--- src/rtl/mssd_pkg.sv ---
// Package for the multiplexed seven-segment display driver.
// Holds opcodes, register indexes, reset values and the character-to-segment map.
// No dependencies.
package mssd_pkg;

  localparam int NUM_DIGITS_DEFAULT = 3;

  localparam int CFG_DATA_W  = 16;
  localparam int CFG_INDEX_W = 3;
  localparam int STEP_W      = 5;
  localparam int ENABLE_W    = 3;

  localparam logic [2:0] OP_TICK  = 3'd0;
  localparam logic [2:0] OP_BEGIN = 3'd1;
  localparam logic [2:0] OP_CHAR  = 3'd2;
  localparam logic [2:0] OP_SHOW  = 3'd3;
  localparam logic [2:0] OP_BLINK = 3'd4;

  localparam logic [CFG_INDEX_W-1:0] REG_SHOW_TIME       = 3'd0;
  localparam logic [CFG_INDEX_W-1:0] REG_BLINK_FIRST_ON  = 3'd1;
  localparam logic [CFG_INDEX_W-1:0] REG_BLINK_OFF       = 3'd2;
  localparam logic [CFG_INDEX_W-1:0] REG_BLINK_SECOND_ON = 3'd3;
  localparam logic [CFG_INDEX_W-1:0] REG_SCAN_STEP       = 3'd4;

  localparam logic [15:0]       SHOW_TIME_RESET       = 16'd3000;
  localparam logic [15:0]       BLINK_FIRST_ON_RESET  = 16'd200;
  localparam logic [15:0]       BLINK_OFF_RESET       = 16'd400;
  localparam logic [15:0]       BLINK_SECOND_ON_RESET = 16'd600;
  localparam logic [STEP_W-1:0] SCAN_STEP_RESET       = 5'd5;

  localparam logic [1:0] TAIL_OPEN = 2'd0;
  localparam logic [1:0] TAIL_FULL = 2'd1;
  localparam logic [1:0] TAIL_DONE = 2'd2;

  localparam logic [7:0] CHAR_DOT   = 8'h2E;
  localparam logic [7:0] CHAR_SPACE = 8'h20;
  localparam logic [7:0] CHAR_ZERO  = 8'h30;
  localparam logic [7:0] CHAR_NINE  = 8'h39;

  localparam logic [7:0] DP_BIT           = 8'h80;
  localparam logic [7:0] FALLBACK_PATTERN = 8'h49;

  typedef logic [7:0] seg_t;

  localparam seg_t DIGIT_TABLE [10] = '{
    8'h3F, 8'h06, 8'h5B, 8'h4F, 8'h66, 8'h6D, 8'h7D, 8'h07, 8'h7F, 8'h6F
  };

  function automatic seg_t seg_of_char(input logic [7:0] c);
    seg_t s;
    s = FALLBACK_PATTERN;
    if (c inside {[CHAR_ZERO:CHAR_NINE]}) begin
      s = DIGIT_TABLE[c[3:0]];
    end else if (c == CHAR_SPACE) begin
      s = '0;
    end
    return s;
  endfunction

endpackage

--- src/rtl/multiplexed_seven_segment_driver_top.sv ---
// Multiplexed seven-segment display driver, top level.
// Depends on mssd_pkg.
//
//   channel   signals                               payload
//   item      item_valid / item_stall               opcode, char_code
//   result    result_valid / result_stall           segments, digit_enables, lit
//   config    cfg_write, cfg_index, cfg_data        one register per write
//
// One word per cycle while item_stall is low; each word's result is presented after it passes
// the input register and then the state update that loads the display latches.
// Reset: counters zero, digit store blank, display latches off, lit high.
// A stalled result holds the latches; item_stall rises only while the input
// register is full and the result is stalled.
module multiplexed_seven_segment_driver_top import mssd_pkg::*; #(
  parameter int NUM_DIGITS = NUM_DIGITS_DEFAULT
) (
  input  logic                   clk,
  input  logic                   rst,
  input  logic                   item_valid,
  output logic                   item_stall,
  input  logic [2:0]             opcode,
  input  logic [7:0]             char_code,
  output logic                   result_valid,
  input  logic                   result_stall,
  output logic [7:0]             segments,
  output logic [ENABLE_W-1:0]    digit_enables,
  output logic                   lit,
  input  logic                   cfg_write,
  input  logic [CFG_INDEX_W-1:0] cfg_index,
  input  logic [CFG_DATA_W-1:0]  cfg_data
);

  localparam int DW = (NUM_DIGITS > 1) ? $clog2(NUM_DIGITS) : 1;
  localparam int PW = $clog2(NUM_DIGITS + 1);
  localparam int LW = STEP_W + DW + 1;

  logic [15:0]       show_time;
  logic [15:0]       blink_first_on_end;
  logic [15:0]       blink_off_end;
  logic [15:0]       blink_second_on_end;
  logic [STEP_W-1:0] scan_step;

  logic       s1_valid;
  logic [2:0] s1_opcode;
  logic [7:0] s1_char;

  logic [15:0]   show_count;
  logic [15:0]   blink_count;
  logic [7:0]    scan_count;
  logic [DW-1:0] current_digit;
  logic          refresh_pending;
  logic          dark_flag;
  seg_t          digit_patterns [NUM_DIGITS];
  logic [PW-1:0] write_position;
  logic [1:0]    tail_state;
  logic [7:0]    segment_latch;
  logic [ENABLE_W-1:0] enable_latch;

  logic                out_free;
  logic                process;
  logic [15:0]         show_next;
  logic [15:0]         blink_next;
  logic [7:0]          scan_inc;
  logic                on;
  logic [LW-1:0]       limit;
  logic                advance;
  logic                wrap;
  logic [DW-1:0]       digit_next;
  logic [ENABLE_W-1:0] enable_next;
  seg_t                char_pattern;

  assign out_free   = !result_valid || !result_stall;
  assign item_stall = s1_valid && !out_free;
  assign process    = s1_valid && out_free;

  assign segments      = segment_latch;
  assign digit_enables = enable_latch;
  assign lit           = !dark_flag;

  always_comb begin
    show_next  = show_count + 16'(show_count != 16'hFFFF);
    blink_next = blink_count + 16'(blink_count != 16'hFFFF);
    scan_inc   = scan_count + 8'(scan_count != 8'hFF);
    on = (show_next < show_time) || (blink_next < blink_first_on_end) ||
         ((blink_next > blink_off_end) && (blink_next < blink_second_on_end));
    limit   = LW'(scan_step) * (LW'(current_digit) + LW'(1));
    advance = 16'(scan_inc) > 16'(limit);
    wrap    = advance && (int'(current_digit) >= NUM_DIGITS - 1);
    if (!advance) begin
      digit_next = current_digit;
    end else if (wrap) begin
      digit_next = '0;
    end else begin
      digit_next = current_digit + DW'(1);
    end
    for (int i = 0; i < ENABLE_W; i++) begin
      enable_next[i] = (int'(digit_next) == i);
    end
    char_pattern = seg_of_char(s1_char);
  end

  always_ff @(posedge clk) begin
    if (rst) begin
      show_time           <= SHOW_TIME_RESET;
      blink_first_on_end  <= BLINK_FIRST_ON_RESET;
      blink_off_end       <= BLINK_OFF_RESET;
      blink_second_on_end <= BLINK_SECOND_ON_RESET;
      scan_step           <= SCAN_STEP_RESET;
    end else if (cfg_write) begin
      case (cfg_index)
        REG_SHOW_TIME:       show_time           <= cfg_data;
        REG_BLINK_FIRST_ON:  blink_first_on_end  <= cfg_data;
        REG_BLINK_OFF:       blink_off_end       <= cfg_data;
        REG_BLINK_SECOND_ON: blink_second_on_end <= cfg_data;
        REG_SCAN_STEP:       scan_step           <= cfg_data[STEP_W-1:0];
        default: ;
      endcase
    end
  end

  always_ff @(posedge clk) begin
    if (rst) begin
      s1_valid <= 1'b0;
    end else if (!item_stall) begin
      s1_valid <= item_valid;
    end
  end

  always_ff @(posedge clk) begin
    if (!item_stall) begin
      s1_opcode <= opcode;
      s1_char   <= char_code;
    end
  end

  always_ff @(posedge clk) begin
    if (rst) begin
      result_valid <= 1'b0;
    end else if (out_free) begin
      result_valid <= s1_valid;
    end
  end

  always_ff @(posedge clk) begin
    if (rst) begin
      show_count      <= '0;
      blink_count     <= '0;
      scan_count      <= '0;
      current_digit   <= '0;
      refresh_pending <= 1'b1;
      dark_flag       <= 1'b0;
      segment_latch   <= '0;
      enable_latch    <= '0;
      write_position  <= '0;
      tail_state      <= TAIL_OPEN;
      for (int i = 0; i < NUM_DIGITS; i++) begin
        digit_patterns[i] <= '0;
      end
    end else if (process) begin
      case (s1_opcode)
        OP_TICK: begin
          show_count  <= show_next;
          blink_count <= blink_next;
          scan_count  <= (on && wrap) ? '0 : scan_inc;
          if (on) begin
            current_digit <= digit_next;
            if (refresh_pending || advance) begin
              refresh_pending <= 1'b0;
              segment_latch   <= digit_patterns[digit_next];
              enable_latch    <= enable_next;
            end
            dark_flag <= 1'b0;
          end else if (!dark_flag) begin
            dark_flag     <= 1'b1;
            segment_latch <= '0;
            enable_latch  <= '0;
          end
        end
        OP_BEGIN: begin
          write_position <= '0;
          tail_state     <= TAIL_OPEN;
        end
        OP_CHAR: begin
          if (tail_state == TAIL_FULL) begin
            if (s1_char == CHAR_DOT) begin
              digit_patterns[NUM_DIGITS-1] <= digit_patterns[NUM_DIGITS-1] | DP_BIT;
            end
            tail_state <= TAIL_DONE;
          end else if (tail_state == TAIL_OPEN && int'(write_position) < NUM_DIGITS) begin
            if (s1_char == CHAR_DOT) begin
              for (int i = 0; i < NUM_DIGITS; i++) begin
                if (int'(write_position) == i + 1) begin
                  digit_patterns[i] <= digit_patterns[i] | DP_BIT;
                end
              end
            end else begin
              for (int i = 0; i < NUM_DIGITS; i++) begin
                if (int'(write_position) == i) begin
                  digit_patterns[i] <= char_pattern;
                end
              end
              write_position <= write_position + PW'(1);
              if (int'(write_position) + 1 >= NUM_DIGITS) begin
                tail_state <= TAIL_FULL;
              end
            end
          end
        end
        OP_SHOW:  show_count  <= '0;
        OP_BLINK: blink_count <= '0;
        default: ;
      endcase
    end
  end

endmodule
--- config.mk ---
export PLATFORM = sky130hd
export DESIGN_NAME = multiplexed_seven_segment_driver_top
export DESIGN_NICKNAME = d
export VERILOG_FILES = /design/src/rtl/mssd_pkg.sv /design/src/rtl/multiplexed_seven_segment_driver_top.sv
export SDC_FILE = /design/constraint.sdc
export NUM_CORES = 1
export LEC_CHECK = 0
export BUFFER_PORTS_ARGS = -buffer_cell sky130_fd_sc_hd__buf_2
export CORE_MARGIN = 3
export CORE_UTILIZATION = 65
export CTS_CLUSTER_DIAMETER = 50
export DETAILED_ROUTE_END_ITERATION = 7
export HOLD_SLACK_MARGIN = 0.02
export PLACE_DENSITY = 0.84
export SYNTH_ARGS = -nofsm -noshare
export SYNTH_HDL_FRONTEND = slang
export SYNTH_SLANG_ARGS = --single-unit
--- constraint.sdc ---
create_clock -name clk -period 6.8 [get_ports clk]
set_input_delay 0.34 -clock clk [delete_from_list [all_inputs] [get_ports clk]]
set_output_delay 0.34 -clock clk [all_outputs]
set_load 0.01 [all_outputs]
After elaboration in Yosys (flattened, before gate mapping)
Memories as Yosys holds them, arrays and structs flattened.
Cells that the tools add are included.

cells by class
  add/sub/neg operators = 7
  $mul = 1
  div/mod/pow operators = 0
  order comparisons = 11
  equality and inequality tests = 31
  shift operators = 0
  mux-type cells = 93
  bitwise logic cells = 15
  reduce and logical (&&, ||, !) cells = 40

operators with widths
  cell                    count
  $pmux W16 S2            2
  $mux W1                 62
  $mux W7                 8
  $mux W8                 7
  $lt A16 B16 Y1          3
  $add A16 B1 Y16         2
  $ne A16 B16 Y1 const B  2
  $reduce_and A2 Y1       12
  $mux W2                 9
  $eq A8 B6 Y1 const B    2
  $gt A16 B16 Y1          1
  $or A1 B1 Y1            14
  $eq A3 B2 Y1 const B    4
  $reduce_and A5 Y1       2
  $mux W3                 3
  $ne A3 B3 Y1 const B    3
  $add A8 B1 Y8           1
  $eq A2 B2 Y1 const B    4
  $ge A8 B6 Y1 const B    1
  $gt A8 B8 Y1            1
  $le A8 B6 Y1 const B    1
  $mul A5 B3 Y8           1
  $ne A8 B8 Y1 const B    1
  $pmux W2 S2             2
  21 further kinds        50

storage, ports and cells
  register bits after elaboration = 141
  latch bits = 0
  memory bits (writable) = 24
  bits in read-only memories = 128
  bits of input ports = 35
  output and inout port bits = 14
  logic and storage cells = 219
  memories = 2

memories
  memory           words  width  read ports  clocked after memory_dff  write ports  RTL line                                    source
  (no name shown)  16     8      1           0                         0            mssd_pkg.sv:53                              s = DIGIT_TABLE[c[3:0]];
  digit_patterns   3      8      1           0                         3            multiplexed_seven_segment_driver_top.sv:53  seg_t digit_patterns [NUM_DIGITS];

Logic depth before layout (Yosys ltp)
  depth in word-level cells = 12
  depth in mapped cells = 23
  depth with buffers taken out = 21

Worst setup path after synthesis
No wires, ideal clock.

  kind = flip-flop to flip-flop
  start = register show_count[4]
  end = register enable_latch[1] (netlist: digit_enables[1])
  library setup time = 0.128 ns
  arrival time = 4.207 ns
  data required time = 6.672 ns
  path slack = 2.465 ns
  cell stages (with the launch flop) = 21
  path buffers = 1
  period minus slack after synthesis = 4.335 ns
  path through = dfxtp_1 and4_1 nand2_1 or4_1 ha_1 ha_1 and3_1 and2_1 and3_1 and3_1 nand3_1 xnor2_1 ha_1 nand4_1 nand2b_1 o31a_1 a22oi_1 nand2_1 buf_2 a22oi_1 nor2_1

between the ends
  cells in the longest elaborated chain, start to end = 7
  elaborated cells between the ends (all ways) = 9
  those cells by class = add/sub: 1; order compare: 1; eq/ne: 3; mux: 1; reduce/logical: 3

RTL lines
  element                               RTL line                                     source
  start: declaration                    multiplexed_seven_segment_driver_top.sv:47   logic [15:0] show_count;
  start signal: assignment              multiplexed_seven_segment_driver_top.sv:162  show_count <= show_next;
  $ne A16 B16 Y1                        multiplexed_seven_segment_driver_top.sv:81   show_next = show_count + 16'(show_count != 16'hFFFF);
  $add A16 B1 Y16 (*)                   multiplexed_seven_segment_driver_top.sv:81
  $lt A16 B16 Y1 (*)                    multiplexed_seven_segment_driver_top.sv:84   on = (show_next < show_time) || (blink_next < blink_first_on_end) ||
  $logic_or A1 B1 Y1 (*) (2 in series)  multiplexed_seven_segment_driver_top.sv:84
  $ne A2 B1 Y1 (no source line)         --
  $reduce_and A4 Y1 (no source line)    --
  end signal: assignment                multiplexed_seven_segment_driver_top.sv:170  enable_latch <= enable_next;
  end: declaration                      multiplexed_seven_segment_driver_top.sv:57   logic [ENABLE_W-1:0] enable_latch;

Mark *: on every way between the ends. The rest lies on a longest branch, timed or not.
A chain may end at the register's enable or synchronous reset.

Worst setup path in the final report
  start = register current_digit[0]
  end = register segment_latch[7] (netlist: segments[7])

between the ends
  cells in the longest elaborated chain, start to end = 9
  elaborated cells between the ends (all ways) = 14
  those cells by class = add/sub: 2; mul: 1; order compare: 2; eq/ne: 1; mux: 4; reduce/logical: 3; memory: 1

RTL lines
  element                   RTL line                                     source
  start: declaration        multiplexed_seven_segment_driver_top.sv:50   logic [DW-1:0] current_digit;
  start signal: assignment  multiplexed_seven_segment_driver_top.sv:166  current_digit <= digit_next;
  $add A2 B1 Y3             multiplexed_seven_segment_driver_top.sv:86   limit = LW'(scan_step) * (LW'(current_digit) + LW'(1));
  $mul A5 B3 Y8             multiplexed_seven_segment_driver_top.sv:86
  $gt A8 B8 Y1              multiplexed_seven_segment_driver_top.sv:87   advance = 16'(scan_inc) > 16'(limit);
  $logic_and A1 B1 Y1       multiplexed_seven_segment_driver_top.sv:88   wrap = advance && (int'(current_digit) >= NUM_DIGITS - 1);
  $mux W2                   multiplexed_seven_segment_driver_top.sv:91   end else if (wrap) begin
  $mux W2                   multiplexed_seven_segment_driver_top.sv:89   if (!advance) begin
  $mem_v2 Z3 W8             --
  $mux W8                   multiplexed_seven_segment_driver_top.sv:167  if (refresh_pending || advance) begin
  $mux W8                   multiplexed_seven_segment_driver_top.sv:165  if (on) begin
  end signal: assignment    multiplexed_seven_segment_driver_top.sv:169  segment_latch <= digit_patterns[digit_next];
  end: declaration          multiplexed_seven_segment_driver_top.sv:56   logic [7:0] segment_latch;

Parallel ways exist; a longest one is shown, timed or not. The select of a mux whose other input is x is not followed.

==> results.toml <==
[run_status]
status = "finished, final reports clean"

[placed_design]
dp_hpwl_um = 15400
io_buffers = 48
place_congestion = 0.957

[die]
core-area_mm2 = 0.0140
fp.dieH_um = 126
rows = 43
initial_core_util_pct = 66.8
die_area_mm2 = 0.0159
ios = 49
die_w_um = 126

[global_route]
grt_max_degree = 97
antenna_found_initial = 0
grt_pass1_vias = 7553
grt_use_total_pct = 27.4
grt-ovfl-total = 0
grt_pass1_wl_um = 35500

[timing]
maxSlewHeadroom_pct = 23.6
setup-violations-final = 0
tightest_slew_ns = 1.15
fin_crit_ns = 5.09
hold_viol = 0
slew_viol_final = 0
rsz0062_at_grt = "no"
finClkSkew_ns = 0.00955
fin_crit_sh_pct = 74.9
fin_setup_tns_ns = 0
fmax_mhz = 196

[synthesis]
synth_top_area_cell = "dfxtp_1"
synth.area.top_cells = "dfxtp_1 28%, ha_1 13%, edfxtp_1 11%, nand2_1 6.7%, a21oi_1 6.2%"
ys_ff_latch = 165
async_flop_share_pct = 0
ys_seq_area_share_pct = 39.1
mappedNetlistArea_mm2 = 0.00935
synth_ff_type = "dfxtp_1"
syn-num-nets = 1219
syn_inst = 1086
synth.distinct_cells = 73
yosys_warnings = 0
yosysTopAreaCellShare_pct = 27.8
syn_area_per_cell_um2 = 8.61
synth-edff-count = 35

[clock_network]
cts_made_buffers = 17
cts-root-buf = "clkbuf_16"
tritoncts = "yes"
htreeDepth = 4
cts_buffer_depth = 2
insertion_delay_ns = 0.44
postCtsHoldBufs = 0
clk_pin_slew_ns = 0.07
cts_sinks = 165
post_cts_resized = 0
postCtsSetupRepairBufs = 0

[pwr]
peakVddDrop_mv = 0.252
power_density_mw_per_mm2 = 202
leakage_nw = 4.30

[finish]
diodes = 0
fin_nets = 1245
fin_util_pct = 73.0
nFillCells = 1094
final_cell_mix = "168 x nand2_1, 130 x dfxtp_1, 115 x a21oi_1"
layout-drive-gt1-share_pct = 9.69
areaGrowthSynthToFinish_pct = 9.18
final_common_cell = "nand2_1"

[flow_run]
cap_violations = 0

[route]
drt_iter0_drc = 454
firstDrtPassIters = 5
drc = 0
wl_per_cell_um = 16.6
drtAntennaViolNets = 0
vias_per_cell = 5.95
wl_um = 21600
via_count = 7760

[setup_path]
path_max_fanout = 7
required_ns = 7.12
end_kind = "flip-flop"
crit_arrival_ns = 5.41
startpoint_type = "flip-flop"
crit_type = "reg2reg"

[worst_hold_path]
holdCritPathClass = "in2reg"
sequential cells by signal (all words and copies together) (netlist names), 2 cells and up:
name / count
s1_char: 8
blink_first_on_end: 16
blink_second_on_end: 16
write_position: 2
digit_enables: 3
show_time: 16
tail_state: 2
scan_count: 8
blink_off_end: 16
show_count: 16
segments: 8
current_digit: 2
blink_count: 16
s1_opcode: 3
digit_patterns: 24
scan_step: 5
metal layers:
| metal | routed length, µm | GRT usage [%] | part of all wire, % | vias to the layer above |
|---|---|---|---|---|
| met1 | 9000 | 32.7 | 42 | 3620 |
| li1 | - | - | - | 3846 |
| met2 | 10900 | 47.9 | 50 | 240 |
| met4 | 743 | 12.0 | 3.4 | 0 |
| met3 | 1030 | 5.51 | 4.8 | 54 |
| met5 | 0 | 0 | 0 | - |
power breakdown:
group	total [mW]	internal (mW)	switching, mW
sequential	1.03	1.02	0.0137
clock	0.899	0.474	0.424
combinational	0.126	0.0428	0.0835
cells in the mapped netlist, drive strengths merged, types with 10 or more instances:
master  count
a21oi     116
edfxtp     35
nor3       12
a21o       15
a22oi      21
xor2       19
and2       12
clkbuf     38
nor2       72
dfxtp     130
nand4      16
nand3b     10
and3       13
nor2b      10
nand3      27
o211ai     30
xnor2      19
inv        93
nand2     168
o21ai      41
ha         94
path summary, 6_finish.rpt:
kind / startpoint / end / slack [ns] / cells after the start
min reg2reg: blink_second_on_end[11] / blink_second_on_end[11] / 0.46 / 2
max: current_digit[0] / segments[7] / 1.71 / 21
max reg2reg: current_digit[0] / segments[7] / 1.71 / 21
min: char_code[0] / s1_char[0] / 0.07 / 1
cell type report:
class	instances	area, µm²	share of cell area [%]
inverters	93	349	3.42
multi-input cells	782	5150	50.5
clock inverters	15	121	1.19
repair buffers	53	280	2.75
well taps	180	225	2.21
clock buffers	17	425	4.17
flip-flops and latches	165	3650	35.8
cell families (layout without fill, tap and decap cells):
group | Yosys count | count (layout) | share of synthesized area (%)
simple gates | 372 | 372 | 18.9
fa+ha+maj | 98 | 98 | 13.4
buf+inv | 139 | 178 | 5.88
mux | 8 | 8 | 0.870
compound gates | 266 | 266 | 18.3
flops | 165 | 165 | 39.1
xor+xnor | 38 | 38 | 3.56
stage by stage:
step / setup slack (ns) / hold WS (ns) / power (mW) / area (µm²) / cells
floorplan: 2.47 / 0.428 / 1.13 / 9350 / 1086
global placement: 1.98 / 0.442 / 1.18 / 9660 / 1273
detailed placement: 1.88 / 0.447 / 1.18 / 9660 / 1273
CTS: 1.76 / 0.0592 / 2.07 / 10200 / 1305
global route: 1.31 / 0.0663 / 2.12 / 10200 / 1305
finish: 1.71 / 0.0731 / 2.06 / 10200 / 1305
critical path, stage by stage, from the launching register on:
cell      delay (ns)
dfxtp_1         0.41
inv_1           0.16
ha_1            0.40
nand2b_1        0.20
fa_1            0.52
inv_1           0.05
ha_1            0.21
inv_1           0.07
fa_1            0.19
inv_1           0.05
a21o_1          0.17
a21oi_1         0.21
xor2_1          0.20
ha_1            0.27
o21a_1          0.17
a21oi_1         0.16
nor2_1          0.14
nor3_1          0.50
inv_1           0.13
a21oi_1         0.46
nor2_1          0.16
mux2i_1         0.15
No activity file was read; power rests on OpenSTA's default activity.
